### src/design/bsld_pkg.sv
// Types and constants shared by the button-stepped LED dimmer.
package bsld_pkg;

  typedef enum logic [1:0] {
    ST_IDLE,
    ST_CALC,
    ST_APPLY
  } state_e;

  typedef enum logic [1:0] {
    OP_BUTTON = 2'd0,
    OP_TICK   = 2'd1,
    OP_ADC    = 2'd2,
    OP_WAKE   = 2'd3
  } op_e;

  localparam int unsigned CFG_IDX_W  = 3;
  localparam int unsigned CFG_DATA_W = 16;

  localparam logic [CFG_IDX_W-1:0] CFG_NORMAL_TOP    = 3'd0;
  localparam logic [CFG_IDX_W-1:0] CFG_LOW_TOP       = 3'd1;
  localparam logic [CFG_IDX_W-1:0] CFG_LOW_LIMIT     = 3'd2;
  localparam logic [CFG_IDX_W-1:0] CFG_PRESS_PERIOD  = 3'd3;
  localparam logic [CFG_IDX_W-1:0] CFG_RELEASE_PERIOD = 3'd4;
  localparam logic [CFG_IDX_W-1:0] CFG_REFRESH_PERIOD = 3'd5;
  localparam logic [CFG_IDX_W-1:0] CFG_BATTERY_PERIOD = 3'd6;
  localparam logic [CFG_IDX_W-1:0] CFG_TIMEOUT       = 3'd7;

  localparam logic [7:0]  RST_NORMAL_TOP     = 8'h05;
  localparam logic [7:0]  RST_LOW_TOP        = 8'h20;
  localparam logic [14:0] RST_LOW_LIMIT      = 15'd229;
  localparam logic [15:0] RST_PRESS_PERIOD   = 16'd20;
  localparam logic [15:0] RST_RELEASE_PERIOD = 16'd25;
  localparam logic [15:0] RST_REFRESH_PERIOD = 16'd5;
  localparam logic [15:0] RST_BATTERY_PERIOD = 16'd225;
  localparam logic [15:0] RST_TIMEOUT        = 16'd2250;

  // Battery voltage = VOLT_SCALE / adc; low when below the limit.
  localparam int unsigned PROD_W      = 23;
  localparam logic [PROD_W-1:0] VOLT_SCALE = 23'd23715;

  localparam logic [2:0] MODE_OFF     = 3'd0;
  localparam logic [2:0] MODE_QUARTER = 3'd1;
  localparam logic [2:0] MODE_HALF    = 3'd2;
  localparam logic [2:0] MODE_3QUART  = 3'd3;
  localparam logic [2:0] MODE_FULL    = 3'd4;

endpackage

### src/design/button_stepped_led_dimmer_core.sv
// Button-stepped LED dimmer: event stream in, PWM settings stream out.
//
// Input channel (s_axis): one event per transaction. tuser carries the opcode
// (button tick, idle tick, ADC sample, pin-change wake); tdata carries the
// button level and the ADC byte. Output channel (m_axis): exactly one result
// per event with duty, PWM top, LED enable, ADC-start pulse, low-battery flag
// and brightness level.
// An event's result reaches m_axis after its acceptance through the bit-serial
// remainder units that test the two sample periods, one counter bit per cycle
// (the ADC threshold test runs on a shift-add multiplier in the same window),
// and then the commit state. One event is in work at a time; a new event is
// accepted only after the previous one has committed.
// The result sits in an output register, so the next event is taken while an
// earlier result still waits; a stalled receiver holds the commit cycle until
// the output register frees up.
// Reset clears mode, latch, flags and counters, loads the register defaults,
// and leaves the LED off with duty 0 and the normal PWM top.
// Configuration writes (cfg_we_i) take effect at once; the user must make them
// only while no event is in work; the block itself does not enforce this.
module button_stepped_led_dimmer_core #(
  parameter int unsigned TICK_COUNT_WIDTH = 16
) (
  input  logic                           clk_i,
  input  logic                           rst_ni,
  // fields from bit 0: button_high[0], adc_value[8:1], zero fill
  input  logic [15:0]                    s_axis_tdata,
  // fields from bit 0: opcode[1:0]
  input  logic [1:0]                     s_axis_tuser,
  input  logic                           s_axis_tvalid,
  output logic                           s_axis_tready,
  // fields from bit 0: duty[7:0], pwm_top[15:8], led_on[16], adc_start[17],
  // battery_low[18], level[21:19], zero fill
  output logic [23:0]                    m_axis_tdata,
  output logic                           m_axis_tvalid,
  input  logic                           m_axis_tready,
  input  logic                           cfg_we_i,
  input  logic [bsld_pkg::CFG_IDX_W-1:0] cfg_idx_i,
  input  logic [bsld_pkg::CFG_DATA_W-1:0] cfg_wdata_i
);
  import bsld_pkg::*;

  localparam int unsigned W    = TICK_COUNT_WIDTH;
  localparam int unsigned STEP_W = $clog2(W);
  // timeout compare runs at the wider of counter and register
  localparam int unsigned CMP_W  = (W > 16) ? W : 16;

  // configuration
  logic [7:0]  normal_top_q, low_top_q;
  logic [14:0] low_limit_q;
  logic [15:0] press_per_q, release_per_q, refresh_per_q, battery_per_q, timeout_q;

  always_ff @(posedge clk_i or negedge rst_ni) begin
    if (!rst_ni) begin
      normal_top_q  <= RST_NORMAL_TOP;
      low_top_q     <= RST_LOW_TOP;
      low_limit_q   <= RST_LOW_LIMIT;
      press_per_q   <= RST_PRESS_PERIOD;
      release_per_q <= RST_RELEASE_PERIOD;
      refresh_per_q <= RST_REFRESH_PERIOD;
      battery_per_q <= RST_BATTERY_PERIOD;
      timeout_q     <= RST_TIMEOUT;
    end else if (cfg_we_i) begin
      unique case (cfg_idx_i)
        CFG_NORMAL_TOP:     normal_top_q  <= cfg_wdata_i[7:0];
        CFG_LOW_TOP:        low_top_q     <= cfg_wdata_i[7:0];
        CFG_LOW_LIMIT:      low_limit_q   <= cfg_wdata_i[14:0];
        CFG_PRESS_PERIOD:   press_per_q   <= cfg_wdata_i;
        CFG_RELEASE_PERIOD: release_per_q <= cfg_wdata_i;
        CFG_REFRESH_PERIOD: refresh_per_q <= cfg_wdata_i;
        CFG_BATTERY_PERIOD: battery_per_q <= cfg_wdata_i;
        CFG_TIMEOUT:        timeout_q     <= cfg_wdata_i;
        default: ;
      endcase
    end
  end

  // control
  state_e state_q, state_d;
  logic   out_valid_q;
  logic   in_fire, out_free, commit;
  logic [STEP_W-1:0] step_q;

  assign in_fire  = s_axis_tvalid && s_axis_tready;
  assign out_free = !out_valid_q || m_axis_tready;

  always_comb begin
    state_d       = state_q;
    s_axis_tready = 1'b0;
    commit        = 1'b0;
    unique case (state_q)
      ST_IDLE: begin
        s_axis_tready = 1'b1;
        if (s_axis_tvalid) state_d = ST_CALC;
      end
      ST_CALC: begin
        if (step_q == '0) state_d = ST_APPLY;
      end
      ST_APPLY: begin
        if (out_free) begin
          commit  = 1'b1;
          state_d = ST_IDLE;
        end
      end
      default: state_d = ST_IDLE;
    endcase
  end

  always_ff @(posedge clk_i or negedge rst_ni) begin
    if (!rst_ni) begin
      state_q     <= ST_IDLE;
      out_valid_q <= 1'b0;
    end else begin
      state_q <= state_d;
      if (commit)             out_valid_q <= 1'b1;
      else if (m_axis_tready) out_valid_q <= 1'b0;
    end
  end

  // event latch and serial datapath
  op_e         op_q;
  logic        high_q;
  logic [W-1:0] btn_ticks_q, idle_ticks_q, cnt_sr_q, cnt_next;
  logic [15:0] rem_a_q, rem_b_q, rem_a_d, rem_b_d, per_a, per_b;
  logic [7:0]  adc_sr_q;
  logic [PROD_W-1:0] mcand_q, prod_q;

  assign cnt_next = (op_e'(s_axis_tuser) == OP_BUTTON) ? btn_ticks_q + 1'b1
                                                       : idle_ticks_q + 1'b1;
  assign per_a = (op_q == OP_BUTTON) ? press_per_q   : refresh_per_q;
  assign per_b = (op_q == OP_BUTTON) ? release_per_q : battery_per_q;

  // one restoring remainder step per cycle, counter MSB first
  function automatic logic [15:0] rem_step(logic [15:0] rem, logic din, logic [15:0] per);
    logic [16:0] t;
    t = {rem, din};
    if (t >= {1'b0, per}) t = t - {1'b0, per};
    return t[15:0];
  endfunction

  assign rem_a_d = rem_step(rem_a_q, cnt_sr_q[W-1], per_a);
  assign rem_b_d = rem_step(rem_b_q, cnt_sr_q[W-1], per_b);

  always_ff @(posedge clk_i or negedge rst_ni) begin
    if (!rst_ni) begin
      btn_ticks_q  <= '0;
      idle_ticks_q <= '0;
    end else if (in_fire) begin
      unique case (op_e'(s_axis_tuser))
        OP_BUTTON: btn_ticks_q  <= cnt_next;
        OP_TICK:   idle_ticks_q <= cnt_next;
        OP_WAKE:   idle_ticks_q <= '0;
        default: ;
      endcase
    end
  end

  always_ff @(posedge clk_i) begin
    if (in_fire) begin
      op_q     <= op_e'(s_axis_tuser);
      high_q   <= s_axis_tdata[0];
      cnt_sr_q <= cnt_next;
      rem_a_q  <= '0;
      rem_b_q  <= '0;
      step_q   <= STEP_W'(W - 1);
      adc_sr_q <= s_axis_tdata[8:1];
      mcand_q  <= PROD_W'(low_limit_q);
      prod_q   <= '0;
    end else if (state_q == ST_CALC) begin
      cnt_sr_q <= {cnt_sr_q[W-2:0], 1'b0};
      rem_a_q  <= rem_a_d;
      rem_b_q  <= rem_b_d;
      step_q   <= step_q - 1'b1;
      // limit * adc, adc LSB first; adds stop once the byte is shifted out
      if (adc_sr_q[0]) prod_q <= prod_q + mcand_q;
      adc_sr_q <= {1'b0, adc_sr_q[7:1]};
      mcand_q  <= {mcand_q[PROD_W-2:0], 1'b0};
    end
  end

  // state update at commit
  logic [2:0] mode_q, mode_d;
  logic       press_q, press_d, low_q, low_d, led_q, led_d, start_d;
  logic [7:0] top_q, top_d, duty_q, duty_d;
  logic       hit_a, hit_b;
  logic [9:0] top_x3;

  assign hit_a = (per_a != '0) && (rem_a_q == '0);
  assign hit_b = (per_b != '0) && (rem_b_q == '0);

  always_comb begin
    mode_d  = mode_q;
    press_d = press_q;
    low_d   = low_q;
    led_d   = led_q;
    top_d   = top_q;
    duty_d  = duty_q;
    start_d = 1'b0;
    top_x3  = '0;
    unique case (op_q)
      OP_BUTTON: begin
        if (hit_a && !high_q) press_d = 1'b1;
        if (hit_b && high_q && press_d) begin
          led_d   = 1'b1;
          mode_d  = mode_q + 1'b1;
          press_d = 1'b0;
        end
      end
      OP_TICK: begin
        if (hit_a && top_d == low_top_q) top_d = normal_top_q;
      end
      OP_ADC: begin
        // floor(S/adc) < L  <=>  S < L*adc; adc of zero gives 0 and reads not low
        low_d = (prod_q > VOLT_SCALE);
      end
      default: ;
    endcase

    // mode stepping or duty refresh from the current mode
    if ((op_q == OP_BUTTON && mode_d != mode_q) || (op_q == OP_TICK && hit_a)) begin
      if (mode_d == MODE_QUARTER) begin
        led_d = 1'b1;
        if (op_q == OP_BUTTON) begin
          start_d = 1'b1;
          top_d   = low_q ? low_top_q : normal_top_q;
        end
        duty_d = {2'b00, top_d[7:2]};
      end else if (mode_d == MODE_HALF) begin
        top_d  = normal_top_q;
        duty_d = {1'b0, normal_top_q[7:1]};
      end else if (mode_d == MODE_3QUART) begin
        top_x3 = {2'b00, top_d} + {1'b0, top_d, 1'b0};
        duty_d = top_x3[9:2];
      end else if (mode_d == MODE_FULL) begin
        duty_d = top_d;
      end else begin
        mode_d = MODE_OFF;
        led_d  = 1'b0;
        duty_d = '0;
      end
    end

    if (op_q == OP_TICK) begin
      if (hit_b) begin
        start_d = 1'b1;
        top_d   = low_q ? low_top_q : normal_top_q;
      end
      if (CMP_W'(idle_ticks_q) > CMP_W'(timeout_q)) begin
        mode_d = MODE_OFF;
        led_d  = 1'b0;
        duty_d = '0;
      end
    end
  end

  always_ff @(posedge clk_i or negedge rst_ni) begin
    if (!rst_ni) begin
      mode_q  <= MODE_OFF;
      press_q <= 1'b0;
      low_q   <= 1'b0;
      led_q   <= 1'b0;
      top_q   <= RST_NORMAL_TOP;
      duty_q  <= '0;
    end else if (commit) begin
      mode_q  <= mode_d;
      press_q <= press_d;
      low_q   <= low_d;
      led_q   <= led_d;
      top_q   <= top_d;
      duty_q  <= duty_d;
    end
  end

  logic [23:0] out_data_q;

  always_ff @(posedge clk_i) begin
    if (commit) begin
      out_data_q <= {2'b00, mode_d, low_d, start_d, led_d, top_d, duty_d};
    end
  end

  assign m_axis_tvalid = out_valid_q;
  assign m_axis_tdata  = out_data_q;

  // checks
  a_commit_loads_output: assert property (@(posedge clk_i) disable iff (!rst_ni)
    commit |=> (out_valid_q && state_q == ST_IDLE))
    else $error("commit did not present a result");

  a_accept_starts_calc: assert property (@(posedge clk_i) disable iff (!rst_ni)
    in_fire |=> (state_q == ST_CALC && !s_axis_tready))
    else $error("accepted event did not start the serial pass");

  a_level_range: assert property (@(posedge clk_i) disable iff (!rst_ni)
    out_valid_q |-> (m_axis_tdata[21:19] <= MODE_FULL))
    else $error("brightness level out of range");

  a_mode_held: assert property (@(posedge clk_i) disable iff (!rst_ni)
    (state_q == ST_CALC) |=> $stable(mode_q))
    else $error("mode changed outside commit");

endmodule
### config.mk
export PLATFORM = sky130hd
export DESIGN_NAME = button_stepped_led_dimmer_core
export DESIGN_NICKNAME = d
export VERILOG_FILES = /design/src/design/bsld_pkg.sv /design/src/design/button_stepped_led_dimmer_core.sv
export SDC_FILE = /design/constraint.sdc
export NUM_CORES = 1
export LEC_CHECK = 0
export ABC_AREA = 1
export BUFFER_PORTS_ARGS = -buffer_cell sky130_fd_sc_hd__buf_2
export CORE_MARGIN = 2
export CORE_UTILIZATION = 50
export CTS_BUF_LIST = sky130_fd_sc_hd__clkbuf_4 sky130_fd_sc_hd__clkbuf_8
export DETAILED_ROUTE_END_ITERATION = 16
export PLACE_DENSITY = 0.69
export RECOVER_POWER = 100
export SLEW_MARGIN = 5
export SYNTH_ARGS = -nofsm -noshare
export SYNTH_HDL_FRONTEND = slang
export SYNTH_SLANG_ARGS = --single-unit
### constraint.sdc
create_clock -name clk_i -period 3.5 [get_ports clk_i]
set_clock_uncertainty 0.05 [all_clocks]
set_input_delay 0.525 -clock clk_i [delete_from_list [all_inputs] [get_ports clk_i]]
set_output_delay 0.525 -clock clk_i [all_outputs]
set_load 0.01 [all_outputs]
==> flow_summary_export.csv, run 1 <==
group,metric,value,unit
clocking,clk_path_buf_depth,3,
status,status,"finished with violations",
global_route,grt_pass1_wl,71900,um
global_route,grtUsageTotal,25.0,%
finish,finalNonFillerCells,2817,
clocking,cts_tree,"done",
pwr,ir_worst_vdd,0.476,mV
sta,max_slew_margin,-47.3,%
sta,rsz0062_at_grt,"yes",
route,wl_met2,21200,um
die,start_util,50.4,%
die,coreArea,0.0333,mm^2
route,drcViolationCount,0,
synth,ys_seq_elements,299,
setup_path,path_max_fanout,5,
route,viasPerCell,5.38,
global_route,overflow,0,
pwr,p_int,0.0107,W
die,row_count,67,
placement,gp_congestion,0.871,
synth,synth_flop_cell,"dfrtp_1",
route,drt_first_pass_iters,6,
pwr,comb_power_share,48.1,%
route,wl,44700,um
status,failed_checks,"max-capacitance violations, max-slew violations, negative setup slack",
finish,fin_util,61.7,%
placement,dpl.cell_count,2669,
setup_path,critPathArrivalTime,3.99,ns
sta,fmax,273,MHz
sta,layout_setup_ws,-0.165,ns
clocking,clock-root-buffer,"clkbuf_8",
finish,synthToLayoutAreaGrowth,22.2,%
route,met3_length,2520,um
clocking,cts_num_sinks,299,
synth,ys_warn_count,0,
synth,yosys.area.top_type_share,21.2,%
finish,reg_top3,"mcand_q (23), prod_q (23), m_axis_tdata (22)",
sta,whs,0.0712,ns
synth,synthArstFlopShare,56.2,%
setup_path,crit_buf_inv,7,
route,post_drt_wl_per_cell,15.9,um
synth,yosys-top-cells-area,"dfrtp_1 21%, nand2_1 14%, edfxtp_1 11%",
setup_path,cp.required,3.83,ns
clocking,htree_levels,2,
setup_path,crit_path_start,"op_q[0]$_DFFE_PP_",
clocking,clock_latency,0.64,ns
placement,preCtsSetupSlack,-0.312,ns
synth,synth_top_area_cell,"dfrtp_1",
hold_path,min-delay-start,"cfg_wdata_i[14]",
setup_path,critPathSlowestCell,"edfxtp_1",
finish,fillCellCount,2905,
finish,fin_nets,2450,
global_route,grt_pass1_vias,14600,
sta,fin_crit_sh,105,%
synth,ys_seq_area_share,44.7,%
flow_run,max_cap_violations,3,
pwr,p_switching,0.00728,W
pwr,p_leak,9.59,nW
setup_path,crit_family,"simple AND/OR/NAND/NOR gates",
die,io_pins,68,
setup_path,endpoint_kind,"flip-flop",
die,die_h,187,um
sta,slew_viol_final,159,
sta,setup_viol,16,
synth,syn_inst,2150,
setup_path,crit_top_cell,"nand2_1",
global_route,grt_max_degree,78,
sta,period_needed,3.66,ns
pwr,swShare,40.6,%
sta,tns,-1.06,ns
finish,multiInputGateArea,0.00873,mm^2
hold_path,hp-class,"in -> reg",
route,vias,15200,
route,final_antenna_net_count,0,
clocking,clk_pin_slew,0.06,ns
route,drt_iter0_drc,997,
setup_path,start_kind,"flip-flop",
route,routed.top_layer,"met4",
placement,portBuffers,58,
synth,synth_cell_types,61,
synth,syn_area,0.0168,mm^2
synth,synth-edff-count,64,
setup_path,critPathMaxStageDelay,0.47,ns
setup_path,r2r_start,"op_q[0]$_DFFE_PP_",
pwr,power.share.clock,20.3,%
global_route,antenna_found_initial,1,
route,m1WireLength,19800,um
sta,hold_viol,0,
finish,drive_above_1_share,20.5,%
setup_path,path_class,"reg -> reg",
finish,seq_area,0.00750,mm^2
die,dieArea,0.0351,mm^2
sta,tightestPinTransition,2.21,ns
pwr,p_per_area,874,mW/mm^2
pwr,power_frac_seq,31.6,%
synth,synth.avg_cell_area,7.81,um^2
placement,hpwlAfterDp,30400,um
clocking,cts_buffers,52,
die,die_w,187,um
## worst paths after layout
check / slack (ns) / depth (start not counted) / to
setup / recovery: -0.16 / 29 / m_axis_tdata[6]$_DFFE_PP_
hold / removal: 0.07 / 3 / timeout_q[14]$_DFFE_PN0P_
setup reg to reg: -0.16 / 29 / m_axis_tdata[6]$_DFFE_PP_
hold reg to reg: 0.42 / 2 / prod_q[0]$_SDFFE_PP0P_
max in group asynchronous: 0.64 / 3 / low_limit_q[14]$_DFFE_PN0P_
min in group asynchronous: 0.97 / 2 / state_q[0]$_DFFE_PN0P_
## worst reg2reg max path, delay by kind of cell (launching register included)
kind,cells,cell delay (ns)
buffers and inverters,7,0.73
flip-flops,1,0.47
AND/OR/NAND/NOR,16,1.35
adder cells (fa/ha/maj),1,0.24
AO/OA/AOI/OAI,5,0.58
## Yosys cell counts (5+ instances only)
cell,instances
nor4_1,9
clkbuf_1,59
inv_1,229
nand2_2,8
dfrtp_1,142
nand3_2,5
dfstp_2,26
nor2_1,105
o21ai_2,5
nand4_1,26
o21bai_1,9
mux2i_1,5
buf_6,8
a21oi_1,112
nand2_1,611
o21ai_0,311
or2_2,19
o211ai_1,25
nor3_1,7
o22ai_1,10
ha_1,79
inv_2,9
dfxtp_1,67
o21ai_1,22
xnor2_1,21
edfxtp_1,64
o21a_1,8
nand3_1,61
xor2_1,26
## power groups by stage
stage	registers, W	logic [W]	clock network (W)
floorplan	0.00543	0.00566	0
global placement	0.00563	0.00716	0
detailed placement	0.00566	0.00738	0
CTS	0.00562	0.00750	0.00373
global route	0.00580	0.00976	0.00387
finish	0.00567	0.00863	0.00364
## final cells by class
class,count,area share (%)
antenna,1,0.0122
clock buffer,88,5.23
clock inverter,9,0.671
inverter,242,4.52
multi-input combinational,1532,42.6
sequential,299,36.6
tap,448,2.73
timing repair buffer,198,7.71
## per-layer routing
| metal | vias up | GRT usage [%] |
|---|---|---|
| met3 | 90 | 4.11 |
| li1 | 7489 | - |
| met2 | 400 | 41.9 |
| met4 | 0 | 9.10 |
| met1 | 7187 | 32.8 |
| met5 | - | 0 |
## logic make-up (layout without fill, tap and decap cells)
group	Yosys count	in the layout	synth area share [%]
flip-flops	299	299	44.7
multiplexers	5	5	0.298
other	1	3	0.0223
buffers and inverters	320	537	7.63
XOR/XNOR	47	47	2.45
adder cells (fa/ha/maj)	83	83	6.37
AO/OA/AOI/OAI	527	527	17.1
AND/OR/NAND/NOR	868	868	21.5
## through the flow
stage / total power (W) / instance area (um^2)
floorplan: 0.0111 / 16800
global placement: 0.0128 / 18000
detailed placement: 0.0130 / 18000
CTS: 0.0168 / 19500
global route: 0.0194 / 20500
finish: 0.0179 / 20500
## cell usage in the layout (no fill, tap or decap), types with 43 or more instances in the layout
cell	Yosys	routed
o21ai_1	22	43
o21ai_0	311	266
ha_1	79	68
inv_1	229	218
a21oi_1	112	83
nand2_2	8	43
clkbuf_8	0	66
dfxtp_1	67	67
edfxtp_1	64	64
nand3_1	61	54
dfrtp_1	142	142
nand2_1	611	560
buf_4	4	91
nor2_1	105	98
## timing repair
action / CTS / global route
endpoints found under the setup margin: 13 / 65
hold buffers: 2 / 0
hold endpoints to repair: 67 / 0
gates resized for setup: 42 / 226
cloned: 3 / 6
buffers inserted: 11 / 34
pin swaps: 8 / 80
Note: power is estimated with default switching activity, not from simulation.
==> run 2: changes to the inputs <==
--- a/config.mk
+++ b/config.mk
@@ -6,13 +6,15 @@
 export NUM_CORES = 1
 export LEC_CHECK = 0
 export ABC_AREA = 1
-export BUFFER_PORTS_ARGS = -buffer_cell sky130_fd_sc_hd__buf_2
+export BUFFER_PORTS_ARGS = -buffer_cell sky130_fd_sc_hd__clkbuf_2
 export CORE_MARGIN = 2
 export CORE_UTILIZATION = 50
 export CTS_BUF_LIST = sky130_fd_sc_hd__clkbuf_4 sky130_fd_sc_hd__clkbuf_8
 export DETAILED_ROUTE_END_ITERATION = 16
 export PLACE_DENSITY = 0.69
 export RECOVER_POWER = 100
+export REMOVE_ABC_BUFFERS = 1
+export SKIP_LAST_GASP = 1
 export SLEW_MARGIN = 5
 export SYNTH_ARGS = -nofsm -noshare
 export SYNTH_HDL_FRONTEND = slang
==> run 2 against run 1 <==
  * The run still ends with max-capacitance violations, max-slew violations, negative setup slack left
  * Sequential cell count unchanged
  * Final cell count fell by 0.82%
  * Via count decreased by 0.73%
  * Sequential power decreased by 0.9%
  * Worst setup slack improved by 0.047 ns
  * Combinational power shrank 8.1%
  * Critical path depth down 1
  * Utilization fell by 2.4 points
==> flow_summary_export.csv, run 2 (synthesis gave the netlist of run 1 again) <==
group,metric,value,unit
sta,max_slew_margin,-26.7,%
hold_path,min-delay-start,"s_axis_tdata[0]",
clocking,cts_buffers,52,
finish,layout_common_cells,"571 x nand2_1, 296 x o21ai_0, 218 x inv_1",
sta,setup_viol,8,
setup_path,crit_path_start,"op_q[1]$_DFFE_PP_",
clocking,clk_pin_slew,0.07,ns
setup_path,critPathMaxStageDelay,0.47,ns
placement,gp_congestion,0.905,
clocking,clock-root-buffer,"clkbuf_8",
sta,fin_crit_sh,103,%
finish,reg_top3,"mcand_q (23), prod_q (23), m_axis_tdata (22)",
route,drt_first_pass_iters,6,
setup_path,endpoint_kind,"flip-flop",
clocking,clock_latency,0.60,ns
finish,antenna_cells,0,
status,failed_checks,"max-capacitance violations, max-slew violations, negative setup slack",
route,drt_iter0_drc,1046,
flow_run,max_cap_violations,3,
die,io_pins,68,
global_route,antenna_found_initial,0,
clocking,clk_path_buf_depth,3,
sta,fmax,276,MHz
setup_path,critPathArrivalTime,4.03,ns
finish,seq_area,0.00750,mm^2
route,viasPerCell,5.39,
setup_path,cp.required,3.92,ns
sta,period_needed,3.62,ns
global_route,grtUsageTotal,24.9,%
setup_path,path_max_fanout,7,
die,coreArea,0.0333,mm^2
pwr,ir_worst_vdd,0.433,mV
setup_path,crit_top_cell,"nand2_1",
die,die_h,187,um
setup_path,path_class,"reg -> reg",
finish,final_common_cell,"nand2_1",
global_route,grt_max_degree,76,
sta,tightestPinTransition,1.90,ns
clocking,htree_levels,2,
sta,slew_viol_final,186,
sta,tns,-0.753,ns
route,final_antenna_net_count,0,
clocking,cts_tree,"done",
route,vias,15100,
setup_path,reg2reg_to,"duty_q[6]$_DFFE_PN0P_",
clocking,cts_num_sinks,299,
pwr,power.total,0.0169,W
setup_path,start_kind,"flip-flop",
placement,hpwlAfterDp,30600,um
route,drcViolationCount,0,
status,status,"finished with violations",
hold_path,hold_path_depth,1,
finish,synthToLayoutAreaGrowth,17.5,%
placement,portBuffers,58,
die,start_util,50.4,%
die,row_count,67,
finish,drive_above_1_share,17.5,%
sta,hold_viol,0,
setup_path,r2r_cells,28,
sta,rsz0062_at_grt,"yes",
hold_path,hp-class,"in -> reg",
global_route,overflow,0,
route,post_drt_wl_per_cell,16.0,um
global_route,grt_pass1_wl,71400,um
finish,fin_util,59.3,%
hold_path,holdPathEnd,"high_q$_DFFE_PP_",
finish,fillCellCount,3032,
global_route,grt_pass1_vias,14500,
sta,layout_setup_ws,-0.117,ns
die,dieArea,0.0351,mm^2
setup_path,r2r_slack,-0.12,ns
setup_path,critPathSlowestCell,"edfxtp_1",
finish,multiInputGateArea,0.00844,mm^2
pwr,p_per_area,858,mW/mm^2
pwr,p_leak,9.25,nW
setup_path,r2r_start,"op_q[1]$_DFFE_PP_",
die,die_w,187,um
route,wl,44700,um
finish,fin_nets,2427,
run 2: report_power, final:
| group | total (W) | internal [W] | switching [W] |
|---|---|---|---|
| clock network | 0.00338 | 0.00191 | 0.00146 |
| registers | 0.00562 | 0.00488 | 0.000738 |
| logic | 0.00793 | 0.00319 | 0.00474 |
| total | 0.0169 | 0.00998 | 0.00695 |
run 2: cell type report:
| type | count | share of cell area, % |
|---|---|---|
| well taps | 448 | 2.84 |
| repair buffers | 174 | 6.00 |
| clock inverters | 15 | 0.539 |
| multi-input cells | 1533 | 42.8 |
| flip-flops and latches | 299 | 38.0 |
| clock buffers | 83 | 5.13 |
| inverters | 242 | 4.67 |
run 2: worst max path at each step:
stage                                end  cells past startpoint
2_1_floorplan      adc_sr_q[0]$_DFFE_PP_                      4
3_3_place_gp   m_axis_tdata[6]$_DFFE_PP_                     26
3_5_place_dp   m_axis_tdata[6]$_DFFE_PP_                     26
4_1_cts        m_axis_tdata[5]$_DFFE_PP_                     28
5_1_grt            duty_q[6]$_DFFE_PN0P_                     29
6_report           duty_q[6]$_DFFE_PN0P_                     28
run 2: worst max-delay path: cells and delay by family (launching register included):
family	cells	cell delay [ns]
buffers and inverters	3	0.45
AO/OA/AOI/OAI	3	0.46
flip-flops	1	0.47
adder cells (fa/ha/maj)	1	0.26
AND/OR/NAND/NOR	21	1.78
run 2: timing repair:
action | CTS | global route
setup endpoints to repair | 41 | 60
buffers inserted | 8 | 21
pin swaps | 4 | 43
endpoints found under the hold margin | 57 | 0
hold buffers | 1 | 0
resized for setup | 33 | 119
cloned | 2 | 4
run 2: per-stage QoR:
| stage | instance area (um^2) | instances | worst slack [ns] | hold slack [ns] |
|---|---|---|---|---|
| floorplan | 16400 | 2073 | -1.62 | 0.179 |
| global placement | 18000 | 2663 | -0.236 | 0.397 |
| detailed placement | 18000 | 2663 | -0.287 | 0.412 |
| CTS | 19300 | 2772 | -0.0852 | 0.0349 |
| global route | 19700 | 2794 | -0.312 | 0.0664 |
| finish | 19700 | 2794 | -0.117 | 0.0842 |
run 2: metal layers:
metal | wire length, um | track usage [%] | up-vias | part of all wire, %
met5 | 0 | 0 | - | 0
met4 | 1330 | 8.12 | 0 | 3.0
met3 | 2660 | 3.55 | 107 | 6.0
met2 | 20700 | 41.0 | 451 | 46
met1 | 20000 | 34.0 | 7063 | 45
li1 | - | - | 7434 | -
